$ cat src/sv/quartic_newton_root_finder_macros.svh
// Assertion macros for the quartic Newton root finder.
`ifndef QUARTIC_NEWTON_ROOT_FINDER_MACROS_SVH
`define QUARTIC_NEWTON_ROOT_FINDER_MACROS_SVH
// Implication checked on every clock edge outside reset.
`define QNR_ASSERT_IMP(label, ante, cons) \
	label: assert property (@(posedge clk) disable iff (!arst_n) (ante) |-> (cons)) \
		else $error("assertion failed");
// Implication whose consequent is checked in the cycle after the antecedent.
`define QNR_ASSERT_NEXT(label, ante, cons) \
	label: assert property (@(posedge clk) disable iff (!arst_n) (ante) |=> (cons)) \
		else $error("assertion failed");
`endif

$ cat src/sv/qnr_pkg.sv
// Shared types and constants of the quartic Newton root finder.
package qnr_pkg;
	localparam int FRAC_BITS_DEF = 16;
	localparam int SCAN_STEP_DEF = 655;
	localparam int MAX_SCAN_STEPS_DEF = 4096;

	localparam logic [2:0] ST_CONVERGED = 3'd0;
	localparam logic [2:0] ST_NOT_ISOLATING = 3'd1;
	localparam logic [2:0] ST_ITER_LIMIT = 3'd2;
	localparam logic [2:0] ST_ZERO_DERIV = 3'd3;
	localparam logic [2:0] ST_SCAN_LIMIT = 3'd4;

	localparam logic [2:0] REG_COEF_0 = 3'd0;
	localparam logic [2:0] REG_COEF_1 = 3'd1;
	localparam logic [2:0] REG_COEF_2 = 3'd2;
	localparam logic [2:0] REG_COEF_3 = 3'd3;
	localparam logic [2:0] REG_COEF_4 = 3'd4;
	localparam logic [2:0] REG_TOL = 3'd5;
	localparam logic [2:0] REG_LIMIT = 3'd6;

	// Polynomial selected for a Horner evaluation.
	typedef enum logic [1:0] {
		POLY_F,
		POLY_D1,
		POLY_D2
	} poly_t;

	// Destination register of a finished evaluation.
	typedef enum logic [3:0] {
		DST_FLO,
		DST_FHI,
		DST_SA,
		DST_SB,
		DST_MA,
		DST_MB,
		DST_D2,
		DST_D,
		DST_FX0,
		DST_FX1
	} dst_t;

	typedef enum logic [2:0] {
		OP_LOAD,
		OP_EVAL,
		OP_STEP,
		OP_ERR,
		OP_ZNEXT,
		OP_PICK
	} op_t;

	typedef struct packed {
		logic  start;
		op_t   op;
		poly_t poly;
		dst_t  dst;
		logic [1:0] xsel;
	} cmd_t;

	typedef struct packed {
		logic busy;
		logic bad_order;
		logic scan_over;
		logic ends_same;
		logic scan_bad;
		logic z_done;
		logic m_zero;
		logic d_zero;
		logic err_ok;
	} sts_t;

	typedef enum logic [4:0] {
		S_IDLE,
		S_LOAD,
		S_CHK,
		S_FLO,
		S_FHI,
		S_ENDS,
		S_SA,
		S_SB,
		S_SCHK,
		S_MA,
		S_MB,
		S_D2,
		S_PICK,
		S_D,
		S_DCHK,
		S_FX0,
		S_STEP,
		S_FX1,
		S_ERR,
		S_ECHK,
		S_OUT
	} state_t;

	localparam logic [1:0] X_LO = 2'd0;
	localparam logic [1:0] X_HI = 2'd1;
	localparam logic [1:0] X_Z = 2'd2;
	localparam logic [1:0] X_X0 = 2'd3;
	localparam logic [1:0] X_ZS = 2'd3;

	function automatic logic signed [31:0] sat32(input logic signed [65:0] v);
		if (v > 66'sd2147483647) return 32'sh7fffffff;
		if (v < -66'sd2147483648) return 32'sh80000000;
		return v[31:0];
	endfunction
endpackage

$ cat src/sv/qnr_ctrl.sv
// Controller state machine sequencing the check, scan and Newton loop.
module qnr_ctrl import qnr_pkg::*; (
	input  logic       clk,
	input  logic       arst_n,
	input  logic       in_valid,
	output logic       in_ready,
	output logic       out_valid,
	input  logic       out_ready,
	input  logic [7:0] limit,
	input  sts_t       sts,
	output cmd_t       cmd,
	output logic       zero_root,
	output logic [7:0] iter_count,
	output logic [2:0] status_code
);
	`include "quartic_newton_root_finder_macros.svh"
	state_t state_q, state_d;
	logic [7:0] t_q;
	logic [2:0] st_q;
	logic zr_q;
	logic [7:0] lim;
	assign lim = (limit == 8'd0) ? 8'd1 : limit;

	always_ff @(posedge clk or negedge arst_n) begin
		if (!arst_n) state_q <= S_IDLE;
		else state_q <= state_d;
	end

	logic wait_ok;
	assign wait_ok = !sts.busy;

	always_comb begin
		state_d = state_q;
		case (state_q)
			S_IDLE: if (in_valid) state_d = S_LOAD;
			S_LOAD: state_d = S_CHK;
			S_CHK:  state_d = (sts.bad_order || sts.scan_over) ? S_OUT : S_FLO;
			S_FLO:  if (wait_ok) state_d = S_FHI;
			S_FHI:  if (wait_ok) state_d = S_ENDS;
			S_ENDS: if (wait_ok) state_d = sts.ends_same ? S_OUT : S_SA;
			S_SA:   if (wait_ok) state_d = S_SB;
			S_SB:   if (wait_ok) state_d = S_SCHK;
			S_SCHK: if (wait_ok) state_d = sts.scan_bad ? S_OUT : (sts.z_done ? S_MA : S_SA);
			S_MA:   if (wait_ok) state_d = S_MB;
			S_MB:   if (wait_ok) state_d = S_D2;
			S_D2:   if (wait_ok) state_d = S_PICK;
			S_PICK: state_d = S_DCHK;
			S_DCHK: state_d = sts.m_zero ? S_OUT : S_D;
			S_D:    if (wait_ok) state_d = S_FX0;
			S_FX0:  if (wait_ok) state_d = sts.d_zero ? S_OUT : S_STEP;
			S_STEP: if (wait_ok) state_d = S_FX1;
			S_FX1:  if (wait_ok) state_d = S_ERR;
			S_ERR:  if (wait_ok) state_d = S_ECHK;
			S_ECHK: if (wait_ok) state_d = (sts.err_ok || t_q == lim) ? S_OUT : S_D;
			S_OUT:  if (out_ready) state_d = S_IDLE;
			default: state_d = S_IDLE;
		endcase
	end

	logic entering;
	assign entering = state_d != state_q;

	always_comb begin
		cmd = '{start: 1'b0, op: OP_EVAL, poly: POLY_F, dst: DST_FLO, xsel: X_LO};
		in_ready = state_q == S_IDLE;
		out_valid = state_q == S_OUT;
		if (!sts.busy || state_q == S_LOAD || state_q == S_PICK) begin
			case (state_d)
				S_LOAD: cmd = '{1'b1, OP_LOAD, POLY_F, DST_FLO, X_LO};
				S_FLO:  cmd = '{1'b1, OP_EVAL, POLY_F, DST_FLO, X_LO};
				S_FHI:  cmd = '{1'b1, OP_EVAL, POLY_F, DST_FHI, X_HI};
				S_SA:   cmd = '{1'b1, OP_EVAL, POLY_D1, DST_SA, X_Z};
				S_SB:   cmd = '{1'b1, OP_EVAL, POLY_D1, DST_SB, X_ZS};
				S_MA:   cmd = '{1'b1, OP_EVAL, POLY_D1, DST_MA, X_LO};
				S_MB:   cmd = '{1'b1, OP_EVAL, POLY_D1, DST_MB, X_HI};
				S_D2:   cmd = '{1'b1, OP_EVAL, POLY_D2, DST_D2, X_LO};
				S_PICK: cmd = '{1'b1, OP_PICK, POLY_F, DST_FLO, X_LO};
				S_D:    cmd = '{1'b1, OP_EVAL, POLY_D1, DST_D, X_X0};
				S_FX0:  cmd = '{1'b1, OP_EVAL, POLY_F, DST_FX0, X_X0};
				S_STEP: cmd = '{1'b1, OP_STEP, POLY_F, DST_FLO, X_LO};
				S_FX1:  cmd = '{1'b1, OP_EVAL, POLY_F, DST_FX1, X_X0};
				S_ERR:  cmd = '{1'b1, OP_ERR, POLY_F, DST_FLO, X_LO};
				default: ;
			endcase
			if (state_q == S_SCHK && state_d == S_SA) cmd.op = OP_ZNEXT;
			if (state_q == S_SCHK && state_d == S_SA) cmd.start = 1'b1;
			if (!entering) cmd.start = 1'b0;
		end
	end

	// Later scan points skip the first-sample evaluation, since it equals the previous
	// second sample whose sign already passed. Only the advance is issued on leaving the check.

	always_ff @(posedge clk or negedge arst_n) begin
		if (!arst_n) begin
			t_q <= '0;
			st_q <= ST_CONVERGED;
			zr_q <= 1'b0;
		end else begin
			case (state_q)
				S_LOAD: begin t_q <= '0; zr_q <= 1'b1; st_q <= ST_NOT_ISOLATING; end
				S_CHK: if (!sts.bad_order && sts.scan_over) st_q <= ST_SCAN_LIMIT;
				S_DCHK: begin zr_q <= 1'b0; st_q <= ST_ZERO_DERIV; end
				S_STEP: if (wait_ok) t_q <= t_q + 8'd1;
				S_ECHK: if (wait_ok) st_q <= sts.err_ok ? ST_CONVERGED : ST_ITER_LIMIT;
				S_D: if (wait_ok) st_q <= ST_ZERO_DERIV;
				default: ;
			endcase
		end
	end

	assign zero_root = zr_q;
	assign iter_count = t_q;
	assign status_code = st_q;

	`QNR_ASSERT_IMP(a_ready_idle, in_ready, !out_valid)
	`QNR_ASSERT_NEXT(a_out_hold, out_valid && !out_ready, out_valid)
	`QNR_ASSERT_IMP(a_iter_bound, out_valid, iter_count <= lim)
endmodule
$ cat config.mk
export PLATFORM = sky130hd
export DESIGN_NAME = qnr_ctrl
export DESIGN_NICKNAME = d
export VERILOG_FILES = /design/src/sv/qnr_pkg.sv /design/src/sv/qnr_ctrl.sv
export VERILOG_INCLUDE_DIRS = /design/src /design/src/sv
export SDC_FILE = /design/constraint.sdc
export NUM_CORES = 1
export LEC_CHECK = 0
export BUFFER_PORTS_ARGS = -buffer_cell sky130_fd_sc_hd__buf_2
export CORE_MARGIN = 2
export CORE_UTILIZATION = 54
export DETAILED_ROUTE_END_ITERATION = 6
export PLACE_DENSITY = 0.81
export SETUP_SLACK_MARGIN = 0.5
export SLEW_MARGIN = 10
export SYNTH_ARGS = -nofsm -noshare
export SYNTH_HDL_FRONTEND = slang
export SYNTH_SLANG_ARGS = --single-unit
$ cat constraint.sdc
create_clock -name clk -period 3.31 [get_ports clk]
set_input_delay 0.331 -clock clk [delete_from_list [all_inputs] [get_ports clk]]
set_output_delay 0.331 -clock clk [all_outputs]
set_load 0.01 [all_outputs]
# Word-level counts from Yosys, hierarchy flattened
# Cells that the tools add are included.
dict set report totals {
  in_bits 21
  wordCells 99
  mem_bits_rw 0
  output_inout_bits 26
  latch_bits 0
  memories 0
  ff_bits 17
  rom_bits 0
}
dict set report classes {
  order_cmp 0
  bitwise_logic 0
  div_mod_pow 0
  n_addsub 1
  n_eq_ne 40
  mul 0
  shifts 0
  n_reduce_logical 15
  n_mux 39
}
# cell n
set op_table {}
lappend op_table {{case mux 12 bit (14 select lines)} 1}
lappend op_table {{2-to-1 mux 5 bit} 22}
lappend op_table {{case mux 5 bit (21 select lines)} 1}
lappend op_table {{== test 5 x 4 -> 1 bit (second input constant)} 14}
lappend op_table {{== test 5 bit (second input constant)} 8}
lappend op_table {{== test 5 x 3 -> 1 bit (second input constant)} 7}
lappend op_table {{2-to-1 mux 8 bit} 2}
lappend op_table {{case mux 8 bit (2 select lines)} 1}
lappend op_table {{== test 5 x 2 -> 1 bit (second input constant)} 3}
lappend op_table {{2-to-1 mux 3 bit} 5}
lappend op_table {{case mux 3 bit (5 select lines)} 1}
lappend op_table {{2-to-1 mux 12 bit} 1}
lappend op_table {{== test 5 x 1 -> 1 bit (second input constant)} 2}
lappend op_table {{adder 8 x 1 -> 8 bit (second input constant)} 1}
lappend op_table {{== test 8 bit} 1}
lappend op_table {{logical NOT 8 bit} 1}
lappend op_table {{inequality test 2 bit (second input constant)} 4}
lappend op_table {{logical NOT 5 bit} 1}
lappend op_table {{inequality test 5 bit} 1}
lappend op_table {{nonzero test 5 bit} 1}
lappend op_table {{logical OR 1 bit} 4}
lappend op_table {{2-to-1 mux 4 bit} 1}
lappend op_table {{AND reduction 4 bit} 1}
lappend op_table {{nonzero test 2 bit} 2}
lappend op_table {{6 further kinds} 9}

# Depth between registers and ports, before layout
dict set report depth {
  depth_word 12
  depth_mapped 12
}

# Least setup slack after synthesis
# Ideal clock, no wire load.
dict set report synth_path {
  kind {flip-flop to output port}
  start {register t_q[3], in the netlist iter_count[3]}
  end {output port cmd[8] (netlist bit)}
  path_stages_with_launch 11
  n_path_buf 1
  arrival_ps 2424
  path_slack_ps 555
  cell_sequence {dfrtp_1 > buf_6 > xor2_2 > a2111oi_4 > and4_4 > a21bo_2 > a21o_4 > inv_4 > o311a_1 > and3_1 > a221o_1}
}
# item line_no
set synth_rtl {}
lappend synth_rtl {{start: declaration} qnr_ctrl.sv:18} ;# logic [7:0] t_q;
lappend synth_rtl {{start signal: assignment} qnr_ctrl.sv:104} ;# S_STEP: if (wait_ok) t_q <= t_q + 8'd1;
lappend synth_rtl {{end: declaration} qnr_ctrl.sv:11} ;# output cmd_t cmd,

==> flow_summary.html <==
<table>
<tr><th>Metric</th><th>Value</th></tr>
<tr><th colspan="2">Run status</th></tr>
<tr><td>Status</td><td>finished with violations</td></tr>
<tr><td>Failing checks</td><td>setup timing</td></tr>
<tr><th colspan="2">STA</th></tr>
<tr><td>Top achievable clock speed</td><td>0.2960 GHz</td></tr>
<tr><td>Relative slew margins</td><td>0.5439</td></tr>
<tr><td>Final sum of negative setup slack</td><td>-0.06847 ns</td></tr>
<tr><td>Number of slew-limit violations in the final report</td><td>0</td></tr>
<tr><td>RSZ-0062 raised after global routing</td><td>yes</td></tr>
<tr><td>Final clock period utilization by the worst path</td><td>1.021</td></tr>
<tr><td>Final Critical Period</td><td>3.378 ns</td></tr>
<tr><td>Final setup violation count</td><td>1</td></tr>
<tr><td>Final hold violation count</td><td>0</td></tr>
<tr><td>Setup ws final</td><td>-0.06847 ns</td></tr>
<tr><td>Clock skew after layout</td><td>0.003540 ns</td></tr>
<tr><td>Slew of the pin with the lowest slew margin</td><td>0.6789 ns</td></tr>
<tr><th colspan="2">Power and ir drop</th></tr>
<tr><td>Worst vdd rail ir drop</td><td>0.7447 mV</td></tr>
<tr><td>Post-route total power</td><td>2.440 mW</td></tr>
<tr><td>PD cells</td><td>899.6 mW/mm²</td></tr>
<tr><td>LEAKAGE</td><td>1.208 nW</td></tr>
<tr><th colspan="2">Global route</th></tr>
<tr><td>Number of global-route vias before repair</td><td>2332</td></tr>
<tr><td>Overall routing resource usage</td><td>0.3612</td></tr>
<tr><td>Wire length of the first global-routing pass</td><td>11360 µm</td></tr>
<tr><td>Pin count of the biggest net entering global routing</td><td>18</td></tr>
<tr><td>Remaining global-route overflow</td><td>0</td></tr>
<tr><td>Initial antenna violation count</td><td>0</td></tr>
<tr><th colspan="2">Setup path</th></tr>
<tr><td>Type of element capturing the critical path</td><td>output pin</td></tr>
<tr><td>Largest stage delay on the critical path</td><td>0.52 ns</td></tr>
<tr><td>FF-to-FF path depth</td><td>8</td></tr>
<tr><td>Setup CP Type</td><td>flip-flop to output pin</td></tr>
<tr><td>Cell-by-cell listing of the critical path</td><td>buf_6, or4b_1, a211o_1, o211ai_1, a211oi_2, buf_4, or2_4, o211ai_1, a221o_1, buf_2</td></tr>
<tr><td>Critical path arrival</td><td>3.05 ns</td></tr>
<tr><td>Count of buffering cells on the critical path with inverters included</td><td>3</td></tr>
<tr><td>Library cell contributing the largest single delay on the critical path</td><td>or4b_1</td></tr>
<tr><td>Worst Setup Start Kind</td><td>flip-flop</td></tr>
<tr><td>Worst path required time</td><td>2.98 ns</td></tr>
<tr><td>Crit path max-delay family</td><td>compound AO/OA/AOI/OAI gates</td></tr>
<tr><td>Path length in cells of the critical path</td><td>10</td></tr>
<tr><td>Start of the worst register-to-register path</td><td>state_q[1]</td></tr>
<tr><td>Endpoint of the most critical register-to-register path</td><td>iter_count[7]</td></tr>
<tr><td>Maximum fanout along the worst path</td><td>7</td></tr>
<tr><td>Worst reg-to-reg setup slack</td><td>1.04 ns</td></tr>
<tr><td>Cell repeated most along the worst path</td><td>o211ai_1</td></tr>
<tr><th colspan="2">Synthesis</th></tr>
<tr><td>Top cell type's share of synthesized area</td><td>0.2264</td></tr>
<tr><td>Library cell with the highest instance count after synthesis</td><td>nor2_1</td></tr>
<tr><td>Post-synth top area cell</td><td>dfrtp_1</td></tr>
<tr><td>Most frequent cells after synthesis</td><td>22 x nor2_1, 18 x nand2_1, 18 x o21ai_0</td></tr>
<tr><td>Register area share after synthesis</td><td>0.2264</td></tr>
<tr><td>Flops &amp; latches, synth</td><td>17</td></tr>
<tr><td>Main flop type after synthesis</td><td>dfrtp_1</td></tr>
<tr><td>Cell types with the largest area share after synthesis</td><td>dfrtp_1 23%, o21ai_0 4.8%, xor2_1 4.7%</td></tr>
<tr><td>Net count after synthesis</td><td>264</td></tr>
<tr><td>Cells after synthesis</td><td>242</td></tr>
<tr><td>Synth unique cells</td><td>71</td></tr>
<tr><td>Yosys Warn Count</td><td>0</td></tr>
<tr><td>Synthesized area per cell</td><td>7.766 µm²</td></tr>
<tr><td>Number of synthesized flops with an enable pin</td><td>0</td></tr>
<tr><td>Total standard cell area after synthesis</td><td>0.001879 mm²</td></tr>
<tr><td>Fraction of synthesis flops using an asynchronous set or reset pin</td><td>1.000</td></tr>
<tr><th colspan="2">Finish</th></tr>
<tr><td>Nets</td><td>349</td></tr>
<tr><td>Fill cell total of the finished layout</td><td>200</td></tr>
<tr><td>Number of diodes</td><td>0</td></tr>
<tr><td>Area Growth Syn to Fin</td><td>44.34%</td></tr>
<tr><td>Area occupied by registers</td><td>432.9 µm²</td></tr>
<tr><td>Area occupied by multi-input gates</td><td>0.001473 mm²</td></tr>
<tr><td>Fraction of final layout cells with drive strength greater than 1</td><td>0.4693</td></tr>
<tr><th colspan="2">Route</th></tr>
<tr><td>Via-per-instance ratio</td><td>6.801</td></tr>
<tr><td>Detailed router's first-iteration violation count</td><td>309</td></tr>
<tr><td>First drt pass iteration count</td><td>6</td></tr>
<tr><td>Vias after detailed routing</td><td>2530</td></tr>
<tr><td>Number of remaining DRC errors</td><td>0</td></tr>
<tr><td>Routed wire length</td><td>7603 µm</td></tr>
<tr><td>Residual antenna-violating net count after detailed routing</td><td>0</td></tr>
<tr><td>Detailed-route wire length per cell</td><td>20.44 µm</td></tr>
<tr><th colspan="2">Clock tree</th></tr>
<tr><td>TritonCTS clock tree</td><td>built</td></tr>
<tr><td>Source-to-sink clock delay at the later pin of the worst-skew pair</td><td>0.31 ns</td></tr>
<tr><td>Clk Tree Root Cell</td><td>clkbuf_4</td></tr>
<tr><td>Num Clock Sinks</td><td>17</td></tr>
<tr><td>Clock slew at reported path FFs</td><td>0.11 ns</td></tr>
<tr><td>Number of buffers on the longest clock path</td><td>2</td></tr>
<tr><td>Num CTS Buffers</td><td>3</td></tr>
<tr><td>CTS H-tree lvls</td><td>1</td></tr>
<tr><th colspan="2">Die</th></tr>
<tr><td>Horizontal die dimension</td><td>63.00 µm</td></tr>
<tr><td>FP Rows</td><td>21</td></tr>
<tr><td>Floorplan Core Area</td><td>0.003337 mm²</td></tr>
<tr><td>Die height</td><td>63.00 µm</td></tr>
<tr><td>Number of ports placed on the die boundary</td><td>47</td></tr>
<tr><td>Initial Utilization</td><td>0.5632</td></tr>
<tr><td>Die Footprint</td><td>0.003968 mm²</td></tr>
<tr><th colspan="2">Placement</th></tr>
<tr><td>DP HPWL</td><td>3935 µm</td></tr>
<tr><td>Routability cong.</td><td>0.9096</td></tr>
<tr><td>Worst setup timing slack at the placement stage</td><td>0.2066 ns</td></tr>
<tr><td>Port Buffer Count</td><td>46</td></tr>
<tr><th colspan="2">Min path</th></tr>
<tr><td>Hold Path Stages</td><td>3</td></tr>
<tr><td>Worst Hold Launch</td><td>sts[0]</td></tr>
<tr><td>Worst min-delay path class</td><td>input port to flip-flop</td></tr>
<tr><td>End of the worst hold path</td><td>status_code[1]</td></tr>
<tr><th colspan="2">Job</th></tr>
<tr><td>Max-capacitance violation count</td><td>0</td></tr>
</table>
worst max-delay path by stage:
stage	start	end	slack, ns
after floorplan	iter_count[3]	cmd[8]	0.55
after global placement	state_q[1]	cmd[8]	0.26
after detailed placement	state_q[1]	cmd[8]	0.21
after CTS	state_q[1]	cmd[8]	0.12
after global routing	state_q[4]	cmd[8]	-0.13
final	state_q[0]	cmd[8]	-0.07
layer usage:
metal  vias to the layer above  GRT usage  wire length [µm]
met5                         -          0                 0
met4                         0     0.1750               499
met3                        60    0.07207               939
met2                       233     0.5931              3503
met1                      1163     0.4505              2661
li1                       1074          -                 -
power by group:
part / internal, mW / switching [mW]
sequential: 0.274 / 0.0981
combinational: 0.902 / 1.04
clock: 0.0462 / 0.0762
total: 1.22 / 1.22
layout make-up:
type,count,share of cell area
clock inverter,1,0.002768
timing repair buffer,95,0.2477
tap,46,0.02122
multi-input combinational,199,0.5429
sequential,17,0.1596
clock buffer,3,0.008303
inverter,11,0.01753
worst register-to-register path, delay by kind of cell (launching register included):
| family | cells | cell delay [ns] |
|---|---|---|
| and+or+nand+nor | 5 | 1.26 |
| DFF | 1 | 0.49 |
| buffers and inverters | 2 | 0.30 |
| AOI/OAI and AO/OA | 1 | 0.17 |
what timing repair did:
item | CTS | global route
resized for setup | 48 | 11
pin swaps | 24 | 15
endpoints found under the hold margin | 17 | 0
gates cloned | 0 | 1
buffers inserted | 30 | 2
hold buffers | 1 | 0
setup endpoints to repair | 10 | 10
sequential cells by signal, summed over array words and instances, names as in the netlist:
register / count
state_q: 5
iter_count: 8
status_code: 3
zero_root: 1
cell families (layout without fill, tap and decap cells):
| family | after synthesis | count (layout) | share of synthesized area |
|---|---|---|---|
| adders and majority gates | 1 | 1 | 0.006657 |
| buffers and inverters | 26 | 110 | 0.07989 |
| AOI/OAI and AO/OA | 76 | 76 | 0.3043 |
| DFF | 17 | 17 | 0.2264 |
| xor gates and xnor gates | 12 | 12 | 0.05992 |
| muxes | 1 | 1 | 0.005326 |
| and+or+nand+nor | 109 | 109 | 0.3176 |
metrics by stage:
stage / instance area [µm²] / util / instances / hold slack [ns]
3_5_place_dp: 2173 / 0.6513 / 334 / 0.2710
5_1_grt: 2713 / 0.8129 / 372 / 0.4746
6_report: 2713 / 0.8129 / 372 / 0.4713
3_3_place_gp: 2173 / 0.6513 / 334 / 0.2710
2_1_floorplan: 1879 / - / 242 / 0.03541
4_1_cts: 2636 / 0.7900 / 369 / 0.4600
placed cells by master (no fill, tap or decap), drive strengths merged, types with 8 or more instances in the layout:
cell type / count
buf: 93
nor2: 23
o21ai: 20
nand2: 18
dfrtp: 17
a21oi: 16
nor3: 13
xor2: 11
inv: 10
nor2b: 9
nand3: 8
No activity file was read; power rests on OpenSTA's default activity.
